**config.mk**
```make
export PLATFORM = sky130hd
export DESIGN_NAME = pfvp_ctrl
export DESIGN_NICKNAME = d
export VERILOG_FILES = /design/src/pfvp_pkg.sv /design/src/pfvp_ctrl.sv
export SDC_FILE = /design/constraint.sdc
export NUM_CORES = 1
export LEC_CHECK = 0
export ABC_AREA = 1
export CAP_MARGIN = 30
export CORE_AREA = 2 2 39 41
export DETAILED_ROUTE_END_ITERATION = 16
export DIE_AREA = 0 0 41 43
export DONT_BUFFER_PORTS = 1
export PLACE_DENSITY = 0.4
export SLEW_MARGIN = 10
export SYNTH_ARGS = -nofsm -noshare
export SYNTH_HDL_FRONTEND = slang
export SYNTH_SLANG_ARGS = --single-unit
```
**constraint.sdc**
```tcl
create_clock -name clk -period 2.2 [get_ports clk]
set_input_delay 0.11 -clock clk [delete_from_list [all_inputs] [get_ports clk]]
set_output_delay 0.11 -clock clk [all_outputs]
set_load 0.05 [all_outputs]
```
**src/pfvp_pkg.sv**
```systemverilog
`timescale 1ns / 1ps
// Shared types, constants and helper functions for the PCM FIFO to PWM duty block.
package pfvp_pkg;

    // Ring buffer geometry
    localparam int BUF_DEPTH = 1024;
    localparam int ADDR_W    = $clog2(BUF_DEPTH);
    localparam int FILL_FW   = 10;
    localparam int CNT_W     = (ADDR_W + 1 > FILL_FW) ? ADDR_W + 1 : FILL_FW;

    // Audio constants
    localparam logic [7:0] SILENCE  = 8'd128;
    localparam logic [9:0] DUTY_MID = 10'd127;
    localparam logic [9:0] DUTY_MAX = 10'd255;

    // Action codes
    localparam logic [1:0] ACT_PUSH  = 2'd0;
    localparam logic [1:0] ACT_TICK  = 2'd1;
    localparam logic [1:0] ACT_CLEAR = 2'd2;

    // Configuration register indexes
    localparam logic [1:0] REG_VOLUME  = 2'd0;
    localparam logic [1:0] REG_MASTER  = 2'd1;
    localparam logic [1:0] REG_PLAYING = 2'd2;

    typedef struct packed {
        logic [1:0] action;
        logic [7:0] sample_in;
    } in_t;

    typedef struct packed {
        logic       accepted;
        logic [7:0] duty;
        logic       underrun;
        logic [9:0] fill_count;
    } out_t;

    // Controller to datapath commands
    typedef struct packed {
        logic take;
        logic load_smp;
        logic do_gain;
        logic do_gdiv;
        logic do_scale;
        logic do_out;
    } ctrl_cmd_t;

    // Datapath to controller status
    typedef struct packed {
        logic pop_now;
    } dp_stat_t;

    // Gain curve lookup
    function automatic logic [7:0] gain_curve(input logic [3:0] lvl);
        logic [7:0] g;
        unique case (lvl)
            4'd0:    g = 8'd0;
            4'd1:    g = 8'd1;
            4'd2:    g = 8'd2;
            4'd3:    g = 8'd3;
            4'd4:    g = 8'd4;
            4'd5:    g = 8'd6;
            4'd6:    g = 8'd8;
            4'd7:    g = 8'd11;
            4'd8:    g = 8'd15;
            4'd9:    g = 8'd21;
            4'd10:   g = 8'd30;
            4'd11:   g = 8'd43;
            4'd12:   g = 8'd62;
            4'd13:   g = 8'd91;
            4'd14:   g = 8'd137;
            default: g = 8'd255;
        endcase
        return g;
    endfunction

    // Floor of x / 255 for any 16-bit x, by reciprocal with correction
    function automatic logic [8:0] div255(input logic [15:0] x);
        logic [16:0] y;
        logic [16:0] t;
        y = {1'b0, x} + 17'd1;
        t = y + {8'd0, y[16:8]};
        return t[16:8];
    endfunction

    // Advance a ring index with wrap
    function automatic logic [ADDR_W-1:0] ring_next(input logic [ADDR_W-1:0] idx);
        logic [ADDR_W-1:0] n;
        if (idx == ADDR_W'(BUF_DEPTH - 1))
            n = '0;
        else
            n = idx + ADDR_W'(1);
        return n;
    endfunction

endpackage

```
**src/pfvp_ctrl.sv**
```systemverilog
`timescale 1ns / 1ps
// Controller: sequences one item through load, gain, scale and output steps.
module pfvp_ctrl (
    input  logic                 clk,
    input  logic                 rst_n,
    input  logic                 in_valid,
    output logic                 in_stall,
    input  logic                 out_stall,
    output logic                 out_valid,
    input  pfvp_pkg::dp_stat_t   stat,
    output pfvp_pkg::ctrl_cmd_t  cmd
);

    localparam logic [2:0] S_IDLE  = 3'd0;
    localparam logic [2:0] S_LOAD  = 3'd1;
    localparam logic [2:0] S_GAIN  = 3'd2;
    localparam logic [2:0] S_GDIV  = 3'd3;
    localparam logic [2:0] S_SCALE = 3'd4;
    localparam logic [2:0] S_DUTY  = 3'd5;

    logic [2:0] state_reg, state_next;
    logic       out_valid_reg, out_valid_next;
    logic       out_free;

    assign out_free = !(out_valid_reg && out_stall);

    // Next state and commands
    always_comb
    begin
        state_next   = state_reg;
        cmd          = '0;
        unique case (state_reg)
            S_IDLE:
            begin
                cmd.take = in_valid;
                if (in_valid)
                    state_next = stat.pop_now ? S_LOAD : S_GAIN;
            end
            S_LOAD:
            begin
                cmd.load_smp = 1'b1;
                state_next   = S_GAIN;
            end
            S_GAIN:
            begin
                cmd.do_gain = 1'b1;
                state_next  = S_GDIV;
            end
            S_GDIV:
            begin
                cmd.do_gdiv = 1'b1;
                state_next  = S_SCALE;
            end
            S_SCALE:
            begin
                cmd.do_scale = 1'b1;
                state_next   = S_DUTY;
            end
            S_DUTY:
            begin
                cmd.do_out = out_free;
                if (out_free)
                    state_next = S_IDLE;
            end
            default:
            begin
                state_next = S_IDLE;
            end
        endcase
    end

    // Output valid: set on load, drop on transfer
    always_comb
    begin
        out_valid_next = out_valid_reg;
        if (cmd.do_out)
            out_valid_next = 1'b1;
        else if (out_valid_reg && !out_stall)
            out_valid_next = 1'b0;
    end

    always_ff @(posedge clk or negedge rst_n)
    begin
        if (!rst_n)
        begin
            state_reg     <= S_IDLE;
            out_valid_reg <= 1'b0;
        end
        else
        begin
            state_reg     <= state_next;
            out_valid_reg <= out_valid_next;
        end
    end

    assign in_stall  = (state_reg != S_IDLE);
    assign out_valid = out_valid_reg;

endmodule

```
Word-level counts from Yosys, hierarchy flattened
Index checks and enable logic that the tools add are counted.
Word-level totals
  memories: 0
  latch bits: 0
  register bits: 4
  output and inout port bits: 8
  input port bits: 5
  bits in read-only memories: 0
  memory bits (writable): 0
  word-level logic and storage cells: 29
Cells by class
  div/mod/pow operators: 0
  add/sub/neg operators: 0
  reduce and logical (&&, ||, !) cells: 8
  multipliers: 0
  shift-type cells: 0
  equality and inequality tests: 7
  muxes and demuxes: 12
  $lt $le $gt $ge: 0
  bitwise logic cells: 0
Operators by type and width (count)
  case mux 3 bit (6 select lines): 1
  2-to-1 mux 1 bit: 8
  == test 3 x 2 -> 1 bit, second input constant: 2
  == test 3 bit, second input constant: 2
  2-to-1 mux 3 bit: 2
  != test 2 bit, second input constant: 2
  == test 3 x 1 -> 1 bit, second input constant: 1
  zero test 3 bit: 1
  nonzero test 3 bit: 1
  logical AND 1 bit: 2
  zero test 1 bit: 2
  2-to-1 mux 2 bit: 1
  AND reduction 2 bit: 1
  nonzero test 2 bit: 1

Depth between registers and ports, before layout
Gate-level depths: netlist of run 1.
  depth after elaboration: 4
  gate-level depth with buffers: 6
  gate-level depth less buffers: 6

Least setup slack after synthesis of run 1
Ideal clock, no wire load.
  path kind: reg-to-output
  from: reg state_reg[1]
  to: out cmd[4] (netlist name)
  required time: 2090 ps
  path slack: 581 ps
  stages on the path, launching flop included: 2
  buffers on the path: 0
  data arrival time: 1509 ps
  path through: dfrtp_1 nor3_1
RTL lines
  start, declared: line pfvp_ctrl.sv:21  | logic [2:0] state_reg, state_next;
  start signal, assigned: line pfvp_ctrl.sv:91  | state_reg <= state_next;
  end, declared: line pfvp_ctrl.sv:11  | output pfvp_pkg::ctrl_cmd_t cmd

==> results.ini, run 1 <==
[critical_path]
timing.reg2reg.worst_path_depth = 5
reg2reg_slack_ns = 0.94
start_kind = register
origin_of_the_critical_flop_to_flop_path = out_valid
cp.arrival_ns = 1.38
timing.critical_path.required_ns = 2.09
crit_path_start = state_reg[0]
path_class = reg -> out
worstSetupEndpointType = output pin
path_max_fanout = 4
worstReg2RegEnd = state_reg[0]
capture_point_of_the_critical_path = cmd[5]

[clock_tree]
cts_root_buffer = sky130_fd_sc_hd__clkbuf_4
tritoncts.num_buffers = 3
postCtsSetupBuffers = 0
cts_buffer_depth = 2
cts_tree = yes
clkTransAtPathRegs_ns = 0.04
post_cts_resized = 0
cts_num_sinks = 4
cts_htree_levels = 1
clk_latency_ns = 0.23

[logic_synthesis]
synthesized_area_per_cell_sq_um = 7.04
synthDistinctLibCells = 11
netlist_area_sq_um = 246
ys_seq_elements = 4
ys_warn_count = 0
ys_seq_area_share_pct = 40.6
syn_inst = 35
postSynthNetCount = 40

[placement]
gp_congestion = 0.581
place_hpwl_um = 418
placement.io_buffers = 0

[final_layout]
area_taken_by_flip_flops_and_latches_sq_um = 100
final_layout_size_suffix_gt1_share_pct = 28.6
mostFrequentLayoutCell = sky130_fd_sc_hd__inv_1
most-common-layout-cells = sky130_fd_sc_hd__inv_1, sky130_fd_sc_hd__nand2_1
multiInputGateArea_sq_um = 109
area_growth_syn_to_layout_pct = 30.5
finalCoreUtilization_pct = 23.2
num_antenna_cells = 0
fin_nets = 49
fillers = 161
flip_flop_count_of_the_largest_register_all_copies_and_words_added = 3

[grt]
antenna_violations_before_repair = 0
maximum_number_of_pins_on_one_net_before_global_route_repair = 6
first_global_vias = 183
grt_first_pass_wirelength_um = 655
gr-total-overflow = 0
globalRouteTotalUtil_pct = 6.34

[die]
top_level_ports = 13
dieHeight_um = 43
floorplan.initialDensity_pct = 17.8
die_area_sq_mm = 0.00176
chipWidth_um = 41
core-area_sq_mm = 0.00138
rows = 14

[sta]
drv_slew = 0
worst_slew_margin_rel_pct = 68.7
fin_worst_skew_ns = 0.00363
finalHoldViolations = 0
setup_repair_after_global_routing_missed_its_margin = no
timing_worst_slew_pin_value_ns = 0.469
timing.final.setup_violations = 0
max_clock_freq_mhz = 669
final.setup.tns_ns = 0
timing.final.crit_period_ns = 1.49
period_share_pct = 67.9

[detailed_routing]
count_of_vias_placed_by_the_detailed_router = 214
post-route-drc-count = 0
wirelength_um = 511
dr.pass1.iters = 4
detail_route.wl_per_cell_um = 8.81
vias_per_cell = 3.69
antenna_left = 0
first_drt_iteration_drcs = 2

[flow_run]
cap_viol_max_count = 0

[hold_path]
timing.hold.worst.class = in -> reg

[outcome]
result_of_the_run = finished clean

stage by stage:
stage | area, sq um | worst slack (ns) | hold WS, ns | instances
final | 322 | 0.706 | 0.0591 | 58
after global routing | 322 | 0.646 | 0.0663 | 58
after CTS | 322 | 0.685 | 0.0520 | 58
after detailed placement | 289 | 0.929 | -0.185 | 54
after global placement | 289 | 0.927 | -0.185 | 54
after floorplan | 246 | 0.581 | -0.186 | 35
cells in the mapped netlist, drive strengths merged:
cell type,count,area (sq um)
inv,8,30.0
nand2,8,32.5
nor2,7,33.8
dfrtp,4,100
nand3,4,20.0
nor3,2,15.0
buf,1,7.51
nand3b,1,7.51
layout make-up:
cell class,instances,area share (%)
Timing Repair Buffer,5,12.5
Clock buffer,3,7.00
Sequential cell,4,31.1
Tap cell,16,6.23
Inverter,8,9.34
Multi-Input combinational cell,22,33.9
repair_timing:
item | in CTS | in global routing
hold buffers | 1 | 0
endpoints found under the setup margin | 0 | 0
endpoints found under the hold margin | 4 | 0
how the worst min path moves through the flow:
stage / depth (start not counted) / end / slack (ns) / startpoint
after detailed placement: 0 / out_valid / -0.19 / rst_n
final: 2 / out_valid / 0.06 / out_stall
after global placement: 0 / out_valid / -0.19 / rst_n
after CTS: 2 / out_valid / 0.05 / out_stall
after floorplan: 0 / out_valid / -0.19 / rst_n
after global routing: 2 / out_valid / 0.07 / out_stall
routing by layer:
metal	track usage, %	part of all wire, %
met1	5.83	41
met2	8.44	54
met3	1.57	4.5
met4	10.0	0
met5	0	0
critical path, stage by stage, from the launching register on:
cell	delay (ns)
sky130_fd_sc_hd__dfrtp_1	0.40
sky130_fd_sc_hd__nor2_2	0.16
sky130_fd_sc_hd__nand2_2	0.22
sky130_fd_sc_hd__nor2_1	0.15
sky130_fd_sc_hd__buf_4	0.21
cells by family (layout without fill, tap and decap cells):
kind of cell           after synthesis  after routing  synth area share, %
buffers and inverters                9             16                 15.2
DFF                                  4              4                 40.6
and+or+nand+nor                     22             22                 44.2
Power of run 1 is left out: the tool's default activity adds up to more than one toggle a clock period on the data nets, which glitch-free logic cannot reach.
==> run 2: changes to the inputs <==
--- a/config.mk
+++ b/config.mk
@@ -5,13 +5,13 @@
 export SDC_FILE = /design/constraint.sdc
 export NUM_CORES = 1
 export LEC_CHECK = 0
-export ABC_AREA = 1
+export ABC_AREA = 0
 export CAP_MARGIN = 30
 export CORE_AREA = 2 2 39 41
 export DETAILED_ROUTE_END_ITERATION = 16
 export DIE_AREA = 0 0 41 43
 export DONT_BUFFER_PORTS = 1
-export PLACE_DENSITY = 0.4
+export PLACE_DENSITY = 0.43
 export SLEW_MARGIN = 10
 export SYNTH_ARGS = -nofsm -noshare
 export SYNTH_HDL_FRONTEND = slang
==> constraint.sdc (replaced) <==
create_clock -name clk -period 1.2 [get_ports clk]
set_input_delay 0.06 -clock clk [delete_from_list [all_inputs] [get_ports clk]]
set_output_delay 0.06 -clock clk [all_outputs]
set_load 0.05 [all_outputs]
==> results.ini, run 2 <==
[outcome]
result_of_the_run = complete, but fails checks  ; was finished clean
violated_checks = setup timing

[pwr]
powerDensity_mw_per_mm2 = 3280
net_switching_power_uw = 749
sequentialPowerShare_pct = 15.1
power.internal_uw = 844
comb_power_share_pct = 74.4
pwr-share-clk_pct = 10.5
leakage_uw = 0.000216
power.ir.vdd_worst_uv = 1270
switching_share_pct = 47.0

[critical_path]
cpPeakStageDelay_ns = 0.41  ; was 0.40 ns
path_class = reg -> out  ; unchanged
cp.arrival_ns = 1.29  ; was 1.38 ns
timing.critical_path.required_ns = 1.14  ; was 2.09 ns
origin_of_the_critical_flop_to_flop_path = state_reg[0]  ; was out_valid
worstReg2RegEnd = state_reg[1]  ; was state_reg[0]
path_max_fanout = 2  ; was 4
reg2reg_slack_ns = 0.09  ; was 0.94 ns
timing.reg2reg.worst_path_depth = 3  ; was 5
start_kind = register  ; unchanged
worstSetupEndpointType = output pin  ; unchanged
path_delay_family = simple AND/OR/NAND/NOR gates  ; unchanged
critical_path_buf_inv_count = 1  ; unchanged
worst_path_max_delay_cell = sky130_fd_sc_hd__or3_4  ; was sky130_fd_sc_hd__dfrtp_1
timing.critical_path.cells = or3_4, nor2_4, buf_12  ; was nor2_2, nand2_2, nor2_1, buf_4

[detailed_routing]
count_of_vias_placed_by_the_detailed_router = 266  ; was 214
wirelength_um = 646  ; was 511 um
dr.pass1.iters = 3  ; was 4
antenna_left = 0  ; unchanged
post-route-drc-count = 0  ; unchanged
vias_per_cell = 4.51  ; was 3.69
detail_route.wl_per_cell_um = 10.9  ; was 8.81 um
first_drt_iteration_drcs = 1  ; was 2

[sta]
period_share_pct = 112
max_clock_freq_mhz = 743
post-route-worst-setup-slack_ns = -0.146  ; was 0.706 ns
worst_hold_slack_after_final_layout_ns = 0.0263  ; was 0.0591 ns
worst_slew_margin_rel_pct = 84.3  ; was 68.7%
fin_worst_skew_ns = 0.00364  ; was 0.00363 ns
setup_repair_after_global_routing_missed_its_margin = yes  ; was no
timing.final.crit_period_ns = 1.35
finalHoldViolations = 0  ; unchanged
drv_slew = 0  ; unchanged
timing.final.setup_violations = 6  ; was 0
timing_worst_slew_pin_value_ns = 0.235  ; was 0.469 ns

[hold_path]
end_point_of_the_worst_hold_path = state_reg[0]  ; was out_valid
worstHoldPathCells = 2  ; unchanged
hold_path_startpoint = out_stall  ; unchanged
timing.hold.worst.class = in -> reg  ; unchanged

[clock_tree]
tritoncts.num_buffers = 3  ; unchanged
cts_tree = yes  ; unchanged
clkTransAtPathRegs_ns = 0.03  ; was 0.04 ns
cts_buffer_depth = 2  ; unchanged
clk_latency_ns = 0.24  ; was 0.23 ns
cts_num_sinks = 4  ; unchanged
cts_htree_levels = 1  ; unchanged
cts_root_buffer = sky130_fd_sc_hd__clkbuf_4  ; unchanged

[logic_synthesis]
synthesized_area_per_cell_sq_um = 9.38  ; was 7.04 sq um
ys_seq_area_share_pct = 38.1  ; was 40.6%
yosys.area.top_type_share_pct = 38.1  ; was 40.6%
ys_warn_count = 0  ; unchanged
postSynthNetCount = 33  ; was 40
post_synth_most_frequent_cells = sky130_fd_sc_hd__dfrtp_1, sky130_fd_sc_hd__a21oi_1, sky130_fd_sc_hd__buf_2, sky130_fd_sc_hd__nand2_1, sky130_fd_sc_hd__nor3b_1  ; was sky130_fd_sc_hd__inv_1, sky130_fd_sc_hd__nand2_1, sky130_fd_sc_hd__dfrtp_1, sky130_fd_sc_hd__nand3_1, sky130_fd_sc_hd__nor2_1
ys_seq_elements = 4  ; unchanged
synth_edf_count = 0  ; unchanged
yosys-top-cells-area = sky130_fd_sc_hd__dfrtp_1, sky130_fd_sc_hd__nor3b_1, sky130_fd_sc_hd__buf_6  ; was sky130_fd_sc_hd__dfrtp_1, sky130_fd_sc_hd__inv_1, sky130_fd_sc_hd__nand2_1
post-synth-top-count-cell = sky130_fd_sc_hd__dfrtp_1  ; was sky130_fd_sc_hd__inv_1
syn_inst = 28  ; was 35
postSynth.asyncResetShare_pct = 100  ; unchanged
netlist_area_sq_um = 263  ; was 246 sq um
synthDominantAreaCellType = sky130_fd_sc_hd__dfrtp_1  ; unchanged
yosys_most_used_dff = sky130_fd_sc_hd__dfrtp_1  ; unchanged
synthDistinctLibCells = 21  ; was 11

[die]
dieHeight_um = 43  ; unchanged
die_area_sq_mm = 0.00176  ; unchanged
chipWidth_um = 41  ; unchanged
core-area_sq_mm = 0.00138  ; unchanged
floorplan.initialDensity_pct = 19.0  ; was 17.8%
rows = 14  ; unchanged
top_level_ports = 13  ; unchanged

[placement]
gp_congestion = 0.700  ; was 0.581
worst_slack_at_placement_ns = 0.0994  ; was 0.929 ns
place_hpwl_um = 453  ; was 418 um
placement.io_buffers = 0  ; unchanged

[grt]
antenna_violations_before_repair = 0  ; unchanged
maximum_number_of_pins_on_one_net_before_global_route_repair = 8  ; was 6
globalRouteTotalUtil_pct = 9.35  ; was 6.34%
grt_first_pass_wirelength_um = 1000  ; was 655 um
gr-total-overflow = 0  ; unchanged
first_global_vias = 253  ; was 183

[flow_run]
cap_viol_max_count = 0  ; unchanged

[final_layout]
final_layout_size_suffix_gt1_share_pct = 58.1  ; was 28.6%
flip_flop_count_of_the_largest_register_all_copies_and_words_added = 3  ; unchanged
mostFrequentLayoutCell = sky130_fd_sc_hd__buf_4  ; was sky130_fd_sc_hd__inv_1
area_growth_syn_to_layout_pct = 84.8  ; was 30.5%
fin_nets = 50  ; was 49
num_antenna_cells = 0  ; unchanged
most-common-layout-cells = sky130_fd_sc_hd__buf_4, sky130_fd_sc_hd__dfrtp_1, sky130_fd_sc_hd__buf_6  ; was sky130_fd_sc_hd__inv_1, sky130_fd_sc_hd__nand2_1

==> run 2: changes by cell type after synthesis, sizes merged, moves of 2 or more <==
cell	delta
inv	-7
nand2	-6
nor2	-5
buf	+3
nand3	-3
a21oi	+2
nor3	-2
nor3b	+2
==> run 2: kinds of logic after synthesis <==
group	after synthesis	synth area share [%]
compound gates	7	19.5
simple gates	12	30.0
flops	4	38.1
buf+inv	5	12.4
==> run 2: power groups by stage <==
stage          logic [uW]  clock network, uW  registers [uW]
6_report             1180                167             241
5_1_grt              1250                186             251
4_1_cts              1040                174             255
3_5_place_dp          957                  0             252
3_3_place_gp          945                  0             254
2_1_floorplan         699                  0             251
==> run 2: stage by stage <==
stage / power (uW) / utilization, % / cells / TNS [ns] / cell area, sq um
2_1_floorplan: 950 / - / 28 / -0.175 / 280
3_3_place_gp: 1200 / 27.4 / 51 / 0 / 379
3_5_place_dp: 1210 / 27.4 / 51 / 0 / 379
4_1_cts: 1470 / 32.1 / 57 / -0.428 / 444
5_1_grt: 1690 / 35.1 / 59 / -0.894 / 485
6_report: 1590 / 35.1 / 59 / -0.505 / 485
==> run 2: what timing repair did <==
action	in CTS	in global routing
pin swaps	0	5
hold endpoints to repair	5	0
hold buffers	2	0
buffers inserted	1	2
setup endpoints to repair	6	7
gates resized for setup	4	5
==> run 2: cell type report <==
cell class,count,area [sq um]
Fill cell,144,898
Tap cell,16,20.0
Sequential cell,4,100
Timing Repair Buffer,16,173
Clock buffer,3,22.5
Multi-Input combinational cell,19,166
Inverter,1,3.75
==> run 2: how the worst max path moves through the flow <==
stage                       startpoint  endpoint  cells after the start
after floorplan           state_reg[0]    cmd[5]                      3
after global placement    state_reg[1]    cmd[5]                      3
after detailed placement  state_reg[1]    cmd[5]                      3
after CTS                 state_reg[1]    cmd[5]                      3
after global routing      state_reg[1]    cmd[0]                      4
final                     state_reg[1]    cmd[5]                      3
==> run 2: metal layers <==
layer	global-route usage, %	share of wire (%)	vias to the layer above
met5	0	0	-
met4	6.00	0	0
met3	7.85	11	0
met2	9.69	49	15
met1	12.3	40	124
li1	-	-	127
Note: power is estimated with default switching activity, not from simulation.
